==> src/rtl/tfsig_pkg.sv <==
// Shared types and constants for the track format sector ID generator.
// No dependencies.
`default_nettype none

package tfsig_pkg;

  localparam int unsigned TRACK_W = 8;
  localparam int unsigned SPT_W   = 6;
  localparam int unsigned HC_W    = 2;
  localparam int unsigned SIZE_W  = 3;
  localparam int unsigned CFG_W   = 6;

  localparam logic [SIZE_W-1:0] SIZE_CODE_512 = 3'd2;

  localparam logic REG_SPT        = 1'b0;
  localparam logic REG_HEAD_COUNT = 1'b1;

  typedef struct packed {
    logic [SPT_W-1:0] spt;
    logic [HC_W-1:0]  head_count;
  } cfg_t;

  typedef struct packed {
    logic [SPT_W-1:0] rec;
    logic             head;
    logic             track_odd;
    logic [SPT_W-1:0] spt;
  } calc_req_t;

endpackage

`default_nettype wire

==> src/rtl/tfsig_sector_calc.sv <==
// Sector number unit: interleave, head skew and track skew for one record.
// Depends on tfsig_pkg.
`default_nettype none

module tfsig_sector_calc (
  input  var tfsig_pkg::calc_req_t       req,
  output logic [tfsig_pkg::SPT_W-1:0]    sector
);

  logic [tfsig_pkg::SPT_W:0] split;
  logic [tfsig_pkg::SPT_W:0] half;
  logic [tfsig_pkg::SPT_W:0] spt_x;
  logic [tfsig_pkg::SPT_W:0] id_il;
  logic [tfsig_pkg::SPT_W:0] id_hs;
  logic [tfsig_pkg::SPT_W:0] id_ts;

  always_comb begin
    spt_x = {1'b0, req.spt};
    split = (spt_x + 7'd1) >> 1;
    half  = spt_x >> 1;
    id_il = {2'b00, req.rec[tfsig_pkg::SPT_W-1:1]} + 7'd1;
    if (req.rec[0]) begin
      id_il = id_il + split;
    end
    id_hs = id_il;
    if (req.head) begin
      if (id_il <= 7'd2) begin
        id_hs = id_il + spt_x - 7'd2;
      end else begin
        id_hs = id_il - 7'd2;
      end
    end
    id_ts = id_hs;
    if (req.track_odd) begin
      if (id_hs <= half) begin
        id_ts = id_hs + spt_x - half;
      end else begin
        id_ts = id_hs - half;
      end
    end
    sector = id_ts[tfsig_pkg::SPT_W-1:0];
  end

endmodule

`default_nettype wire

==> src/rtl/tfsig_seq.sv <==
// Record sequencer: walks heads and records, drives the sector unit and
// registers each ID record. Depends on tfsig_pkg and tfsig_sector_calc.
`default_nettype none

module tfsig_seq #(
  parameter int unsigned SPT_SMALL = 18,
  parameter int unsigned SPT_LARGE = 21
) (
  input  logic                            clk,
  input  logic                            rst_n,
  input  var tfsig_pkg::cfg_t             cfg,
  input  logic                            start,
  input  logic [tfsig_pkg::TRACK_W-1:0]   track_in,
  output logic                            busy,
  output logic                            out_valid,
  output logic [tfsig_pkg::TRACK_W-1:0]   out_id_track,
  output logic                            out_id_head,
  output logic [tfsig_pkg::SPT_W-1:0]     out_id_sector,
  output logic [tfsig_pkg::SIZE_W-1:0]    out_id_size_code,
  output logic                            out_head_done,
  output logic                            out_bad_geometry,
  output logic                            out_last
);

  logic                          busy_r, busy_nxt;
  logic                          bad_r, bad_nxt;
  logic [tfsig_pkg::SPT_W-1:0]   rec_r, rec_nxt;
  logic                          head_r, head_nxt;
  logic [tfsig_pkg::TRACK_W-1:0] track_r, track_nxt;
  logic                          valid_r, valid_nxt;

  logic [tfsig_pkg::TRACK_W-1:0] o_track_r, o_track_nxt;
  logic                          o_head_r, o_head_nxt;
  logic [tfsig_pkg::SPT_W-1:0]   o_sector_r, o_sector_nxt;
  logic [tfsig_pkg::SIZE_W-1:0]  o_size_r, o_size_nxt;
  logic                          o_hdone_r, o_hdone_nxt;
  logic                          o_bad_r, o_bad_nxt;
  logic                          o_last_r, o_last_nxt;

  logic                          accept;
  logic                          geom_bad;
  logic                          two_heads;
  logic                          end_head;
  logic                          last_rec;
  tfsig_pkg::calc_req_t          req;
  logic [tfsig_pkg::SPT_W-1:0]   sector;

  assign accept    = start && !busy_r;
  assign geom_bad  = (cfg.spt != tfsig_pkg::SPT_W'(SPT_SMALL)) &&
                     (cfg.spt != tfsig_pkg::SPT_W'(SPT_LARGE));
  assign two_heads = cfg.head_count[1];
  assign end_head  = (rec_r == cfg.spt - 6'd1);
  assign last_rec  = end_head && (head_r || !two_heads);

  always_comb begin
    req.rec       = rec_r;
    req.head      = head_r;
    req.track_odd = track_r[0];
    req.spt       = cfg.spt;
  end

  tfsig_sector_calc u_calc (
    .req    (req),
    .sector (sector)
  );

  always_comb begin
    busy_nxt     = busy_r;
    bad_nxt      = bad_r;
    rec_nxt      = rec_r;
    head_nxt     = head_r;
    track_nxt    = track_r;
    valid_nxt    = busy_r;
    o_track_nxt  = o_track_r;
    o_head_nxt   = o_head_r;
    o_sector_nxt = o_sector_r;
    o_size_nxt   = o_size_r;
    o_hdone_nxt  = o_hdone_r;
    o_bad_nxt    = o_bad_r;
    o_last_nxt   = o_last_r;
    if (accept) begin
      busy_nxt  = 1'b1;
      bad_nxt   = geom_bad;
      rec_nxt   = '0;
      head_nxt  = 1'b0;
      track_nxt = track_in;
    end else if (busy_r) begin
      o_track_nxt = track_r;
      if (bad_r) begin
        o_head_nxt   = 1'b0;
        o_sector_nxt = '0;
        o_size_nxt   = '0;
        o_hdone_nxt  = 1'b0;
        o_bad_nxt    = 1'b1;
        o_last_nxt   = 1'b1;
        busy_nxt     = 1'b0;
      end else begin
        o_head_nxt   = head_r;
        o_sector_nxt = sector;
        o_size_nxt   = tfsig_pkg::SIZE_CODE_512;
        o_hdone_nxt  = end_head;
        o_bad_nxt    = 1'b0;
        o_last_nxt   = last_rec;
        if (last_rec) begin
          busy_nxt = 1'b0;
          rec_nxt  = '0;
          head_nxt = 1'b0;
        end else if (end_head) begin
          rec_nxt  = '0;
          head_nxt = 1'b1;
        end else begin
          rec_nxt = rec_r + 6'd1;
        end
      end
    end
  end

  always_ff @(posedge clk) begin
    if (!rst_n) begin
      busy_r  <= 1'b0;
      valid_r <= 1'b0;
      rec_r   <= '0;
      head_r  <= 1'b0;
      bad_r   <= 1'b0;
    end else begin
      busy_r  <= busy_nxt;
      valid_r <= valid_nxt;
      rec_r   <= rec_nxt;
      head_r  <= head_nxt;
      bad_r   <= bad_nxt;
    end
  end

  always_ff @(posedge clk) begin
    track_r    <= track_nxt;
    o_track_r  <= o_track_nxt;
    o_head_r   <= o_head_nxt;
    o_sector_r <= o_sector_nxt;
    o_size_r   <= o_size_nxt;
    o_hdone_r  <= o_hdone_nxt;
    o_bad_r    <= o_bad_nxt;
    o_last_r   <= o_last_nxt;
  end

  assign busy             = busy_r;
  assign out_valid        = valid_r;
  assign out_id_track     = o_track_r;
  assign out_id_head      = o_head_r;
  assign out_id_sector    = o_sector_r;
  assign out_id_size_code = o_size_r;
  assign out_head_done    = o_hdone_r;
  assign out_bad_geometry = o_bad_r;
  assign out_last         = o_last_r;

endmodule

`default_nettype wire

==> src/rtl/track_format_sector_id_generator.sv <==
// Track format sector ID generator top level: configuration registers and
// record sequencer. Depends on tfsig_pkg, tfsig_seq, tfsig_sector_calc.
//
// A request on start (taken while busy is low) names a track; the block then
// emits one ID record per cycle on the out_ ports, marked by out_valid, first
// all records of head 0 and then, with two heads, those of head 1. Busy stays
// high for heads * sectors_per_track records (at most 42 with the default
// geometries), one record per cycle from the single sector-number unit, and
// the next request can be taken at the edge after busy falls. An unsupported
// geometry gives one error record and keeps busy high for one cycle. The
// first record is registered at the clock edge after the one that takes the
// request. Records cannot be stalled: the receiver must take each one in the
// cycle it is shown. Write configuration only while busy is low.
`default_nettype none

module track_format_sector_id_generator #(
  parameter int unsigned SPT_SMALL = 18,
  parameter int unsigned SPT_LARGE = 21
) (
  input  logic                            clk,
  input  logic                            rst_n,
  input  logic                            cfg_we,
  input  logic                            cfg_index,
  input  logic [tfsig_pkg::CFG_W-1:0]     cfg_wdata,
  input  logic                            start,
  output logic                            busy,
  input  logic [tfsig_pkg::TRACK_W-1:0]   in_track_number,
  output logic                            out_valid,
  output logic [tfsig_pkg::TRACK_W-1:0]   out_id_track,
  output logic                            out_id_head,
  output logic [tfsig_pkg::SPT_W-1:0]     out_id_sector,
  output logic [tfsig_pkg::SIZE_W-1:0]    out_id_size_code,
  output logic                            out_head_done,
  output logic                            out_bad_geometry,
  output logic                            out_last
);

  tfsig_pkg::cfg_t cfg_r, cfg_nxt;

  always_comb begin
    cfg_nxt = cfg_r;
    if (cfg_we) begin
      case (cfg_index)
        tfsig_pkg::REG_SPT:        cfg_nxt.spt        = cfg_wdata;
        tfsig_pkg::REG_HEAD_COUNT: cfg_nxt.head_count = cfg_wdata[tfsig_pkg::HC_W-1:0];
        default:                   cfg_nxt = cfg_r;
      endcase
    end
  end

  always_ff @(posedge clk) begin
    if (!rst_n) begin
      cfg_r.spt        <= 6'd18;
      cfg_r.head_count <= 2'd2;
    end else begin
      cfg_r <= cfg_nxt;
    end
  end

  tfsig_seq #(
    .SPT_SMALL (SPT_SMALL),
    .SPT_LARGE (SPT_LARGE)
  ) u_seq (
    .clk              (clk),
    .rst_n            (rst_n),
    .cfg              (cfg_r),
    .start            (start),
    .track_in         (in_track_number),
    .busy             (busy),
    .out_valid        (out_valid),
    .out_id_track     (out_id_track),
    .out_id_head      (out_id_head),
    .out_id_sector    (out_id_sector),
    .out_id_size_code (out_id_size_code),
    .out_head_done    (out_head_done),
    .out_bad_geometry (out_bad_geometry),
    .out_last         (out_last)
  );

endmodule

`default_nettype wire

==> config.mk <==
export PLATFORM = sky130hd
export DESIGN_NAME = track_format_sector_id_generator
export DESIGN_NICKNAME = d
export VERILOG_FILES = /design/src/rtl/tfsig_pkg.sv /design/src/rtl/tfsig_sector_calc.sv /design/src/rtl/tfsig_seq.sv /design/src/rtl/track_format_sector_id_generator.sv
export SDC_FILE = /design/constraint.sdc
export NUM_CORES = 1
export LEC_CHECK = 0
export BUFFER_PORTS_ARGS = -buffer_cell sky130_fd_sc_hd__clkbuf_2
export CAP_MARGIN = 20
export CORE_MARGIN = 2
export CORE_UTILIZATION = 55
export CTS_CLUSTER_DIAMETER = 150
export CTS_CLUSTER_SIZE = 20
export DETAILED_ROUTE_END_ITERATION = 10
export PLACE_DENSITY = 0.84
export SLEW_MARGIN = 20
export SYNTH_ARGS = -nofsm -noshare
export SYNTH_HDL_FRONTEND = slang
export SYNTH_HIERARCHICAL = 1
export SYNTH_SLANG_ARGS = --single-unit
==> constraint.sdc <==
create_clock -name clk -period 6.55 [get_ports clk]
set_input_delay 0.655 -clock clk [delete_from_list [all_inputs] [get_ports clk]]
set_output_delay 0.655 -clock clk [all_outputs]
set_load 0.01 [all_outputs]
---- After elaboration in Yosys (flattened, before gate mapping) ----
Cells that the tools add are included.
operators by class
  add/subtract/negate cells ............... 11
  magnitude comparators ................... 2
  equality and inequality tests ........... 3
  multiplexer cells ....................... 15
  bitwise operators ....................... 4
  reduce and logical (&&, ||, !) cells .... 13
operators with widths
  kind                                                 count
  2-to-1 mux 6 bit                                     4
  2-to-1 mux 7 bit                                     3
  subtractor 7 x 2 -> 7 bit, second input constant     2
  != test 6 x 5 -> 1 bit, second input constant        2
  subtractor 6 x 5 -> 6 bit                            2
  AND reduction 2 bit                                  4
  adder 6 x 1 -> 7 bit, second input constant          1
  adder 6 x 6 -> 7 bit                                 1
  adder 7 x 6 -> 7 bit                                 1
  <= comparator 7 x 2 -> 1 bit, second input constant  1
  <= comparator 7 x 5 -> 1 bit                         1
  2-to-1 mux 1 bit                                     7
  adder 5 x 1 -> 6 bit, second input constant          1
  adder 6 x 1 -> 6 bit, second input constant          1
  adder 6 bit                                          1
  equality test 6 bit                                  1
  subtractor 6 x 1 -> 6 bit, second input constant     1
  NOT 1 bit                                            4
  logical AND 1 bit                                    3
  AND reduction 3 bit                                  1
  logical NOT 1 bit                                    2
  2-to-1 mux 2 bit                                     1
  nonzero test 2 bit                                   1
  OR reduction 2 bit                                   1
  logical OR 1 bit                                     1
storage, ports and cells
  bits in registers ....................... 47
  output and inout port bits .............. 23

---- Longest topological paths before layout ----
Gate-level depths: netlist (run 1).
  depth in word-level cells ............... 11
  gate-level depth with buffers ........... 26
  mapped depth without buffers ............ 25

---- Cells and area by module ----
Netlist (run 1), hierarchy kept.
modules (own cells, without submodules)
  module                            instances  cells an instance  area each (um^2)  seq. area each (um^2)
  tfsig_sector_calc                 1          237                1848.0            0.0
  tfsig_seq                         1          123                1566.5            1011.0
  track_format_sector_id_generator  1          35                 335.3             160.2

---- Worst setup path before layout (run 1) ----
No wires, ideal clock.
  path kind ............................... register -> register
  start ................................... register cfg_r[2] in the netlist's numbering
  end ..................................... register u_seq.o_sector_r (netlist bit u_seq/out_id_sector[3]) (data pin)
  data arrival time ....................... 5.212 ns
  slack ................................... 1.074 ns
  stages on the path, launching flop included .. 26
  clock period less this slack ............ 5.476 ns
  path through ............................ dfxtp_1 ha_1 xor2_1 inv_1 fa_1 xnor2_1 mux2i_2 ha_1 a31oi_2 a211oi_4 nand3_1 mux2_2 mux2i_1 inv_1 ha_1 nor2b_1 o21ai_0 a21oi_1 o21a_1 nor2_1 o22ai_1 nand4bb_1 buf_6 mux2i_1 mux2_4 nor2b_1
between the ends
  cells in the longest elaborated chain, start to end .. 11
ends and longest elaborated chain
  element                    line                                    RTL
  start, declared            track_format_sector_id_generator.sv:38  tfsig_pkg::cfg_t cfg_r, cfg_nxt;
  start signal, assigned     track_format_sector_id_generator.sv:56  cfg_r <= cfg_nxt;
  adder 6 x 1 -> 7 bit       tfsig_sector_calc.sv:19                 split = (spt_x + 7'd1) >> 1;
  adder 6 x 6 -> 7 bit       tfsig_sector_calc.sv:23                 id_il = id_il + split;
  2-to-1 mux 7 bit           tfsig_sector_calc.sv:22                 if (req.rec[0]) begin
  adder 7 x 6 -> 7 bit       tfsig_sector_calc.sv:28                 id_hs = id_il + spt_x - 7'd2;
  subtractor 7 x 2 -> 7 bit  tfsig_sector_calc.sv:28
  2-to-1 mux 7 bit           tfsig_sector_calc.sv:27                 if (id_il <= 7'd2) begin
  2-to-1 mux 7 bit           tfsig_sector_calc.sv:26                 if (req.head) begin
  adder 6 bit                tfsig_sector_calc.sv:36                 id_ts = id_hs + spt_x - half;
  subtractor 6 x 5 -> 6 bit  tfsig_sector_calc.sv:36
  2-to-1 mux 6 bit           tfsig_sector_calc.sv:35                 if (id_hs <= half) begin
  2-to-1 mux 6 bit (*)       tfsig_sector_calc.sv:34                 if (req.track_odd) begin
  via u_seq.sector, one bit  tfsig_seq.sv:46                         logic [tfsig_pkg::SPT_W-1:0] sector;
  end signal, assigned       tfsig_seq.sv:138                        o_sector_r <= o_sector_nxt;
  end, declared              tfsig_seq.sv:34                         logic [tfsig_pkg::SPT_W-1:0] o_sector_r, o_sector_nxt;
Mark *: on every way through the listed nets, which the timed path passes. The rest lies on a longest branch.
A chain may end at the register's enable or synchronous reset.

---- Worst setup path after layout (run 1) ----
  start ................................... register cfg_r[2] in the netlist's numbering
  end ..................................... register u_seq.o_sector_r (netlist bit u_seq/out_id_sector[1]) (data pin)
The elaborated chain is that of the path after synthesis.

==> metrics.md, run 1 <==
| Metric | Value |
|---|---|
| Pwr dens | `184 nW/um^2` |
| Die height | `86.2 microns` |
| Pleak | `roughly 1.9 nW` |
| Final Max Tran Viols | `0` |
| Worst Skew | `0.00233 ns` |
| Worst min path class | `reg -> reg` |
| Comb pwr share | `0.290` |
| Total gr overflow | `0` |
| Commonest non-fill, non-tap cell in the layout | `inv_1` |
| Vias | `3042` |
| Clk_lat worst skew | `0.30 ns` |
| Mapped Cells | `between 300 and 400` |
| WP data required | `6.70 ns` |
| Clock Power Share | `0.276` |
| DP Wirelength | `6350 microns` |
| Largest net degree at the start of global routing | `25` |
| Fill count | `512` |
| DRC errors left | `0` |
| Fin nets | `500` |
| Final hold violations | `0` |
| Startpoint Class | `flip-flop` |
| Critical path class | `reg -> reg` |
| Die Area | `7430 sq um` |
| First drt pass iteration count | `5` |
| FMAX | `0.164 GHz` |
| DIE WIDTH | `about 86 microns` |
| WL/cell | `16.2 microns` |
| Row count | `29` |
| Sw frac | `0.306` |
| CTS Root Cell | `clkbuf_8` |
| Rel. slew slack | `0.413` |
| Final Cycle Share | `0.931` |
| Endpoints failing setup | `0` |
| IO buf count | `39` |
| Met3 Wirelength | `between 500 and 600 microns` |
| FF+latch area | `1150 sq um` |
| Final wirelength | `between 8000 and 9000 microns` |
| Total GRT Usage | `0.229` |
| Hold slack | `0.423 ns` |
| Outcome | `completed` |
| NetSw | `0.232 mW` |
| Post-CTS Hold Fix Bufs | `0` |
| Ys Warns | `6` |
| Clock transition at path regs | `approximately 0.08 ns` |
| CP endpoint kind | `flip-flop` |
| Setup TNS | `0 ns` |
| Post-Syn Area per Cell | `9.48 sq um` |
| Peak supply drop | `0.140 mV` |
| Global-route wire length before repair | `between 10000 and 15000 microns` |
| Worst-path fanout max | `11` |
| Met2 WL | `4240 microns` |
| Top sig layer | `met4` |
| Most frequent cells in the layout | `49 x inv_1, 39 x clkbuf_2, 38 x ha_1, 27 x nand2_1, 27 x edfxtp_1` |
| Longest Clk Path Bufs | `2` |
| Post-route ant nets | `0` |
| RSZ-0062 raised after global routing | `no` |
| Multi-input gate area | `2330 sq um` |
| Worst slew pin tran | `0.880 ns` |
| I/O Pins | `42` |
| Initial antenna violation count | `0` |
| WL met1 | `3380 microns` |
| Syn Std Cell Area | `3720 sq um` |
| GPL Wtd Cong | `1.01` |
| Layout cell share with drive strength beyond 1 | `0.195` |
| P&R area growth vs syn | `11.1%` |
| CTS tree | `done` |
| # clock sinks | `44` |
| Post-DR vias/cell | `just under 6` |
| Worst EP arrival | `6.25 ns` |
| Maxcap violations | `0` |
| Antenna Cells | `0` |
| Initial core utilization | `0.575` |
| Flop pwr share | `0.435` |
| Setup Buffers After CTS | `0` |
| DR iter-0 viols | `198` |
| H-Tree Depth | `2` |
| Tmin final | `roughly 6 ns` |
| Via count of the first global-routing pass | `~3000` |
| Cell Int Power | `0.528 mW` |
| TritonCTS buffer count | `5` |
| Core ar. | `6460 sq um` |
[through the flow]
stage,worst slack [ns],total power [mW],instance area [sq um],util,instances
after detailed placement,0.333,0.552,4000,0.619,505
after global placement,0.749,0.542,4000,0.619,505
after CTS,0.288,0.762,4110,0.637,513
after floorplan,1.07,0.497,3720,-,393
after global routing,0.0355,0.800,4130,0.639,513
final,0.453,0.760,4130,0.639,513
[power by group through the flow]
| stage | sequential (mW) | combinational (mW) | clock, mW |
|---|---|---|---|
| after floorplan | 0.338 | 0.159 | 0 |
| after global placement | 0.336 | 0.206 | 0 |
| after detailed placement | 0.337 | 0.215 | 0 |
| after CTS | 0.331 | 0.218 | 0.214 |
| after global routing | 0.333 | 0.245 | 0.223 |
| final | 0.330 | 0.220 | 0.210 |
[worst paths after layout]
check	start	endpoint	slack, ns	cells past startpoint
worst max-delay path	cfg_r[2]	u_seq/out_id_sector[1]	0.45	24
worst max register to register	cfg_r[2]	u_seq/out_id_sector[1]	0.45	24
worst min register to register	u_seq/track_r[3]	u_seq/out_id_track[3]	0.42	0
worst min-delay path	u_seq/track_r[3]	u_seq/out_id_track[3]	0.42	0
[metal layers]
metal | global-route usage | vias to the layer above
met1 | 0.293 | 1434
met4 | 0.0568 | 0
met3 | 0.0362 | 13
met5 | 0 | -
met2 | 0.405 | 150
li1 | - | 1445
[layout make-up]
cell class | instances | share of cell area
sequential | 44 | 0.279
timing repair buffer | 46 | 0.0600
clock buffer | 5 | 0.0167
inverter | 50 | 0.0455
multi-input combinational | 288 | 0.564
clock inverter | 3 | 0.0112
tap | 77 | 0.0233
[worst max-delay path, stage by stage, from the launching register on]
cell       delay (ns)
dfxtp_2          0.48
ha_1             0.24
xor2_1           0.22
inv_1            0.10
fa_1             0.46
xnor2_1          0.17
mux2i_2          0.28
ha_1             0.32
a31oi_2          0.09
a211oi_4         0.30
nand3_1          0.26
mux2_2           0.34
mux2i_1          0.20
inv_1            0.13
ha_1             0.32
nor2b_1          0.14
o21ai_0          0.20
a21oi_1          0.12
o21a_1           0.18
nor2_1           0.17
o22ai_1          0.12
nand4bb_2        0.36
or3b_1           0.47
o211ai_1         0.10
nor2b_1          0.17
[state kept, by name, indices dropped and copies added (netlist names), 6 cells and up]
signal / flops
u_seq/out_id_track: 8
u_seq/track_r: 8
cfg_r: 7
u_seq/out_id_sector: 6
u_seq/rec_r: 6
[timing repair]
item / 4_1_cts / 5_1_grt
hold endpoints to repair: 0 / 0
gates resized for setup: 0 / 4
endpoints found under the setup margin: 0 / 5
No activity file was read; power rests on OpenSTA's default activity.
==> run 2, diff against run 1 <==
--- a/config.mk
+++ b/config.mk
@@ -16,5 +16,4 @@
 export SLEW_MARGIN = 20
 export SYNTH_ARGS = -nofsm -noshare
 export SYNTH_HDL_FRONTEND = slang
-export SYNTH_HIERARCHICAL = 1
 export SYNTH_SLANG_ARGS = --single-unit
==> run 2 against run 1 <==
Non-clock buffer count fell by 7. Routed wire length decreased by 1.3%. Clock power is 4% higher. Final cell count down 3.3%. Fmax is essentially flat. Flip-flop and latch count unchanged. Clock skew rose by 0.011 ns. Core utilization shrank 3.1 points. Via count fell by 6.1%. Critical endpoint is now u_seq.out_id_sector[2]. Largest cell class unchanged. Largest power group unchanged.
==> metrics.md, run 2 <==
| Metric | Value |
|---|---|
| Worst EP arrival | `a little over 6 ns` |
| Flop pwr share | `0.438` |
| Startpoint Class | `flip-flop` |
| Pre-CTS setup slack | `0.439 ns` |
| IO buf count | `39` |
| Post-synth top area share | `0.217` |
| Worst reg2reg endpoint | `u_seq.out_id_sector[2]` |
| Cell Int Power | `about 0.52 mW` |
| Worst Skew | `0.0137 ns` |
| DIE WIDTH | `between 80 and 90 microns` |
| Comb pwr share | `0.279` |
| Peak supply drop | `slightly above 0.1 mV` |
| Busiest grt layer | `met2` |
| Final Max Tran Viols | `0` |
| H-Tree Depth | `2` |
| CP endpoint | `u_seq.out_id_sector[2]` |
| EDFF count, synth | `27` |
| Critical path class | `reg -> reg` |
| Hold slack | `0.422 ns` |
| Outcome | `completed` |
| I/O Pins | `42` |
| DP Wirelength | `6390 microns` |
| Final hold violations | `0` |
| Via count of the first global-routing pass | `around 3000` |
| Core ar. | `about 6700 sq um` |
| Rel. slew slack | `0.314` |
| Commonest non-fill, non-tap cell in the layout | `ha_1` |
| Fill count | `546` |
| FMAX | `0.164 GHz` |
| Cell accounting for the most synthesized area | `edfxtp_1` |
| CP endpoint kind | `flip-flop` |
| M1 GR Usage | `0.289` |
| Total GRT Usage | `0.234` |
| Total gr overflow | `0` |
| Yosys cell types | `65` |
| Largest net degree at the start of global routing | `26` |
| Antenna Cells | `0` |
| Vias | `between 2000 and 3000` |
| Multi-input gate area | `roughly 2300 sq um` |
| Pwr dens | `roughly 190 nW/um^2` |
| Most frequent cells in the layout | `46 x ha_1, 39 x inv_1, 39 x clkbuf_2, 31 x nand2_1, 27 x edfxtp_1` |
| Maxcap violations | `0` |
| Sw frac | `0.320` |
| Yosys reg bits | `44` |
| FFs w/ async S/R, synth | `0` |
| WL/cell | `approximately 17 microns` |
| Layout Cell Area excl Fill | `4060 sq um` |
| Setup TNS | `0 ns` |
| Main synth FF type | `edfxtp_1` |
| Pwr Total | `0.769 mW` |
| Ys Warns | `0` |
| Clock Power Share | `0.283` |
| TritonCTS buffer count | `5` |
| Post-synth top cells | `46 x ha_1, 39 x inv_1, 31 x nand2_1` |
| Sequential fraction of the synthesis area | `0.308` |
| R2R depth | `23` |
| Die Area | `7460 sq um` |
| Reg-to-reg slack, setup | `0.46 ns` |
| GPL Wtd Cong | `0.912` |
| Most numerous cell in the Yosys netlist | `ha_1` |
| Layout cell share with drive strength beyond 1 | `0.183` |
| Worst Setup SP | `cfg_r[2]` |
| Endpoints failing setup | `0` |
| Tmin final | `6.09 ns` |
| # clock sinks | `44` |
| Hold path start | `u_seq.track_r[2]` |
| Setup Buffers After CTS | `0` |
| Clock transition at path regs | `0.10 ns` |
| Worst slew pin tran | `1.03 ns` |
| Post-Syn Area per Cell | `9.82 sq um` |
| NetSw | `0.246 mW` |
| Clk_lat worst skew | `slightly above 0.3 ns` |
| RSZ-0062 raised after global routing | `no` |
| Final Cycle Share | `0.930` |
| Die height | `86.4 microns` |
| Synth top area cells | `edfxtp_1 22%, ha_1 15%, dfxtp_1 9.1%` |
| Initial antenna violation count | `0` |
| Longest Clk Path Bufs | `2` |
| FF+latch area | `1150 sq um` |
| CTS tree | `done` |
| Mapped Cells | `380` |
| Global Route met3 Usage | `0.0295` |
| Initial core utilization | `0.559` |
| CTS Root Cell | `clkbuf_8` |
| Fin nets | `488` |
| DR iter-0 viols | `between 150 and 200` |
| DP Area | `3940 sq um` |
| First drt pass iteration count | `4` |
| WP data required | `about 6.6 ns` |
| Reg-to-Reg Start | `cfg_r[2]` |
| Post-route ant nets | `0` |
| Worst min path class | `reg -> reg` |
| P&R area growth vs syn | `8.85%` |
| Final wirelength | `8200 microns` |
| Final setup margin | `0.455 ns` |
| Worst-path fanout max | `9` |
| Global-route wire length before repair | `about 14000 microns` |
| Post-DR vias/cell | `5.76` |
| Syn Std Cell Area | `3730 sq um` |
| Pleak | `between 1.5 and 2 nW` |
| DRC errors left | `0` |
| Row count | `30` |
| Met2 Use GR | `0.404` |
==> run 2: power groups by stage <==
stage	logic, mW	clock network (mW)	registers, mW
floorplan	0.163	0	0.336
global placement	0.202	0	0.342
detailed placement	0.211	0	0.342
CTS	0.213	0.218	0.336
global route	0.240	0.228	0.339
finish	0.215	0.218	0.337
==> run 2: logic make-up (layout without fill, tap and decap cells) <==
group	Yosys count	count (layout)	share of synthesized area
flops	44	44	0.308
buf+inv	53	88	0.0647
simple gates	97	97	0.134
mux	9	9	0.0248
fa+ha+maj	54	54	0.197
compound gates	84	84	0.169
other cells	1	2	0.00100
xor+xnor	38	38	0.101
==> run 2: per-layer routing <==
layer	wire length (microns)	vias up	share of wire
met5	0	-	0
met3	388	34	0.047
met4	351	0	0.043
met2	3990	97	0.49
li1	-	1393	-
met1	3470	1333	0.42
==> run 2: layout make-up <==
type,instances,area share
inverter,41,0.0379
timing repair buffer,39,0.0480
tap,80,0.0246
clock inverter,3,0.0114
sequential,44,0.283
clock buffer,5,0.0169
multi-input combinational,284,0.578
==> run 2: critical path, cell delays in order, from the launching register on <==
cell and delay, ns:
dfxtp_1 0.52, inv_1 0.15, ha_1 0.35, ha_1 0.23, fa_1 0.42, xor2_1 0.19, mux2i_2 0.30, ha_1 0.30
a21oi_1 0.06, a211oi_1 0.28, nand2_1 0.18, a21oi_2 0.26, mux2i_1 0.23, mux2_2 0.22, inv_1 0.08, ha_1 0.30
a21o_1 0.16, a21o_1 0.20, a21o_1 0.17, a21oi_1 0.21, a31oi_1 0.13, a2111oi_4 0.39, a211oi_1 0.16, a2111oi_1 0.38
==> run 2: worst min path at each step <==
stage	to	slack (ns)	cells past startpoint
3_3_place_gp	u_seq.out_id_track[2]	0.40	0
3_5_place_dp	u_seq.out_id_track[2]	0.40	0
6_report	u_seq.out_id_track[2]	0.42	0
5_1_grt	u_seq.out_id_track[2]	0.43	0
4_1_cts	u_seq.out_id_track[2]	0.43	0
2_1_floorplan	u_seq.out_id_track[1]	0.40	0
==> run 2: through the flow <==
step                utilization  std cells
finish                    0.608        496
floorplan                     -        381
global placement          0.590        488
global route              0.608        496
detailed placement        0.590        488
CTS                       0.607        496
==> run 2: repair_timing <==
action	in CTS	in global routing
setup endpoints to repair	0	3
hold buffers	0	0
gates resized for setup	0	1
hold endpoints to repair	0	0
==> run 3, diff against run 2 <==
--- a/config.mk
+++ b/config.mk
@@ -12,7 +12,7 @@
 export CTS_CLUSTER_DIAMETER = 150
 export CTS_CLUSTER_SIZE = 20
 export DETAILED_ROUTE_END_ITERATION = 10
-export PLACE_DENSITY = 0.84
+export PLACE_DENSITY = 0.76
 export SLEW_MARGIN = 20
 export SYNTH_ARGS = -nofsm -noshare
 export SYNTH_HDL_FRONTEND = slang
==> run 3 against run 2 <==
Register-to-register slack better by 0.02 ns. Fmax grew 0.35%. Critical endpoint is now u_seq.out_id_sector[5]. Flip-flop and latch count did not move. Core utilization increased by 0.11 points. Critical path type unchanged.
==> metrics.md, run 3 (synthesis gave the netlist of run 2 again) <==
| Metric | Value |
|---|---|
| Outcome | `completed` |
| Worst reg2reg endpoint | `u_seq.out_id_sector[5]` |
| Rel. slew slack | `0.350` |
| Largest stage delay on the critical path | `around 0.56 ns` |
| Clk_lat worst skew | `0.30 ns` |
| Final Cycle Share | `0.927` |
| Hold path depth | `0` |
| Fin util | `0.609` |
| H-Tree Depth | `2` |
| DRC errors left | `0` |
| Row count | `30` |
| Fin nets | `489` |
| Tmin final | `6.07 ns` |
| DR iter-0 viols | `141` |
| Worst-path fanout max | `9` |
| WP data required | `6.71 ns` |
| Die height | `86.4 microns` |
| Worst Hold Path EP | `u_seq.out_id_track[3]` |
| DIE WIDTH | `86.4 microns` |
| Hold slack | `0.426 ns` |
| Post-CTS Hold Fix Bufs | `0` |
| Worst EP arrival | `6.23 ns` |
| Startpoint Class | `flip-flop` |
| Worst min path class | `reg -> reg` |
| P&R area growth vs syn | `9.05%` |
| Post-CTS sizing | `0` |
| WL/cell | `16.5 microns` |
| Critical path class | `reg -> reg` |
| Total gr overflow | `0` |
| Longest Clk Path Bufs | `2` |
| Final wirelength | `about 8200 microns` |
| Post-DR vias/cell | `between 5 and 6` |
| CP max-delay cell | `fa_1` |
| Post-route ant nets | `0` |
| Clock transition at path regs | `0.09 ns` |
| Via count of the first global-routing pass | `2830` |
| Reg-to-Reg Start | `cfg_r[2]` |
| Initial core utilization | `0.559` |
| Worst Skew | `0.0104 ns` |
| Most frequent cells in the layout | `46 x ha_1, 39 x inv_1, 39 x clkbuf_2, 31 x nand2_1, 27 x edfxtp_1` |
| TritonCTS buffer count | `5` |
| Hold path start | `u_seq.track_r[3]` |
| FMAX | `0.165 GHz` |
| Reg-to-reg slack, setup | `roughly 0.48 ns` |
| Total GRT Usage | `0.231` |
| Antenna Cells | `0` |
| CTS tree | `done` |
| R2R depth | `24` |
| CTS Root Cell | `clkbuf_8` |
| Worst slew pin tran | `0.974 ns` |
| Peak supply drop | `0.105 mV` |
| Largest net degree at the start of global routing | `26` |
| Commonest non-fill, non-tap cell in the layout | `ha_1` |
| Layout cell share with drive strength beyond 1 | `0.185` |
| I/O Pins | `42` |
| Setup TNS | `0 ns` |
| Pwr dens | `187 nW/um^2` |
| GPL Wtd Cong | `roughly 0.89` |
| DP Wirelength | `roughly 6300 microns` |
| First drt pass iteration count | `4` |
| IO buf count | `39` |
| Die Area | `approximately 7500 sq um` |
| CP endpoint kind | `flip-flop` |
| Endpoints failing setup | `0` |
| RSZ-0062 raised after global routing | `no` |
| Crit-path cells | `inv_1, ha_1, ha_1, fa_1, xor2_1, mux2i_2, ha_1, a21oi_1, a211oi_1, nand2_1, a21oi_2, mux2i_1, mux2_2, fa_1, inv_1, ha_1, a21o_1, a21oi_1, o21bai_1, a21oi_1, xnor2_1, nand2_1, mux2_1, a21oi_1` |
| Final hold violations | `0` |
| Final Max Tran Viols | `0` |
| Vias | `2809` |
| # clock sinks | `44` |
| Core ar. | `around 6700 sq um` |
| Initial antenna violation count | `0` |
| Pleak | `about 1.9 nW` |
| Setup Buffers After CTS | `0` |
| Global-route wire length before repair | `approximately 14000 microns` |
| Maxcap violations | `0` |
==> run 3: changes by cell type in the layout (fill, tap and decap cells not counted), sizes merged <==
| cell | delta |
|---|---|
| buf | +1 |
==> run 3: layout make-up <==
type	instances	area (sq um)
clock buffer	5	68.8
timing repair buffer	40	203
inverter	41	154
tap	80	100
clock inverter	3	46.3
sequential	44	1150
multi-input combinational	284	2350
fill	594	2610
==> run 3: report_power, final <==
group	internal [mW]	switching, mW
registers	0.316	0.0196
clock network	0.115	0.101
logic	0.0931	0.119
==> run 3: worst max path at each step <==
stage,startpoint,endpoint,slack [ns],cells after the start
2_1_floorplan,cfg_r[2],u_seq.out_id_sector[5],1.18,24
3_3_place_gp,cfg_r[3],u_seq.out_id_sector[5],0.54,24
3_5_place_dp,cfg_r[2],u_seq.out_id_sector[5],0.48,24
4_1_cts,cfg_r[2],u_seq.out_id_sector[5],0.42,24
5_1_grt,cfg_r[2],u_seq.out_id_sector[5],0.03,24
6_report,cfg_r[2],u_seq.out_id_sector[5],0.48,24
==> run 3: metrics by stage <==
stage / cells / instance area [sq um] / setup slack, ns / power, mW
global placement: 489 / 3950 / 0.537 / 0.546
finish: 497 / 4070 / 0.477 / 0.762
CTS: 497 / 4070 / 0.422 / 0.761
floorplan: 381 / 3740 / 1.18 / 0.499
detailed placement: 489 / 3950 / 0.483 / 0.551
global route: 497 / 4070 / 0.0266 / 0.802
==> run 3: critical path: cells and delay by family, from the launching register on <==
kind	cells	cell delay [ns]
multiplexers	4	1.06
XOR/XNOR	2	0.32
AO/OA/AOI/OAI	8	1.45
adder cells (fa/ha/maj)	6	2.12
flip-flops	1	0.53
buffers and inverters	2	0.22
AND/OR/NAND/NOR	2	0.25
==> run 3: layer usage <==
layer / track usage / vias up / part of all wire
met4: 0.0682 / 0 / 0.013
met3: 0.0467 / 11 / 0.050
met5: 0 / - / 0
met2: 0.393 / 62 / 0.51
met1: 0.297 / 1343 / 0.43
li1: - / 1393 / -
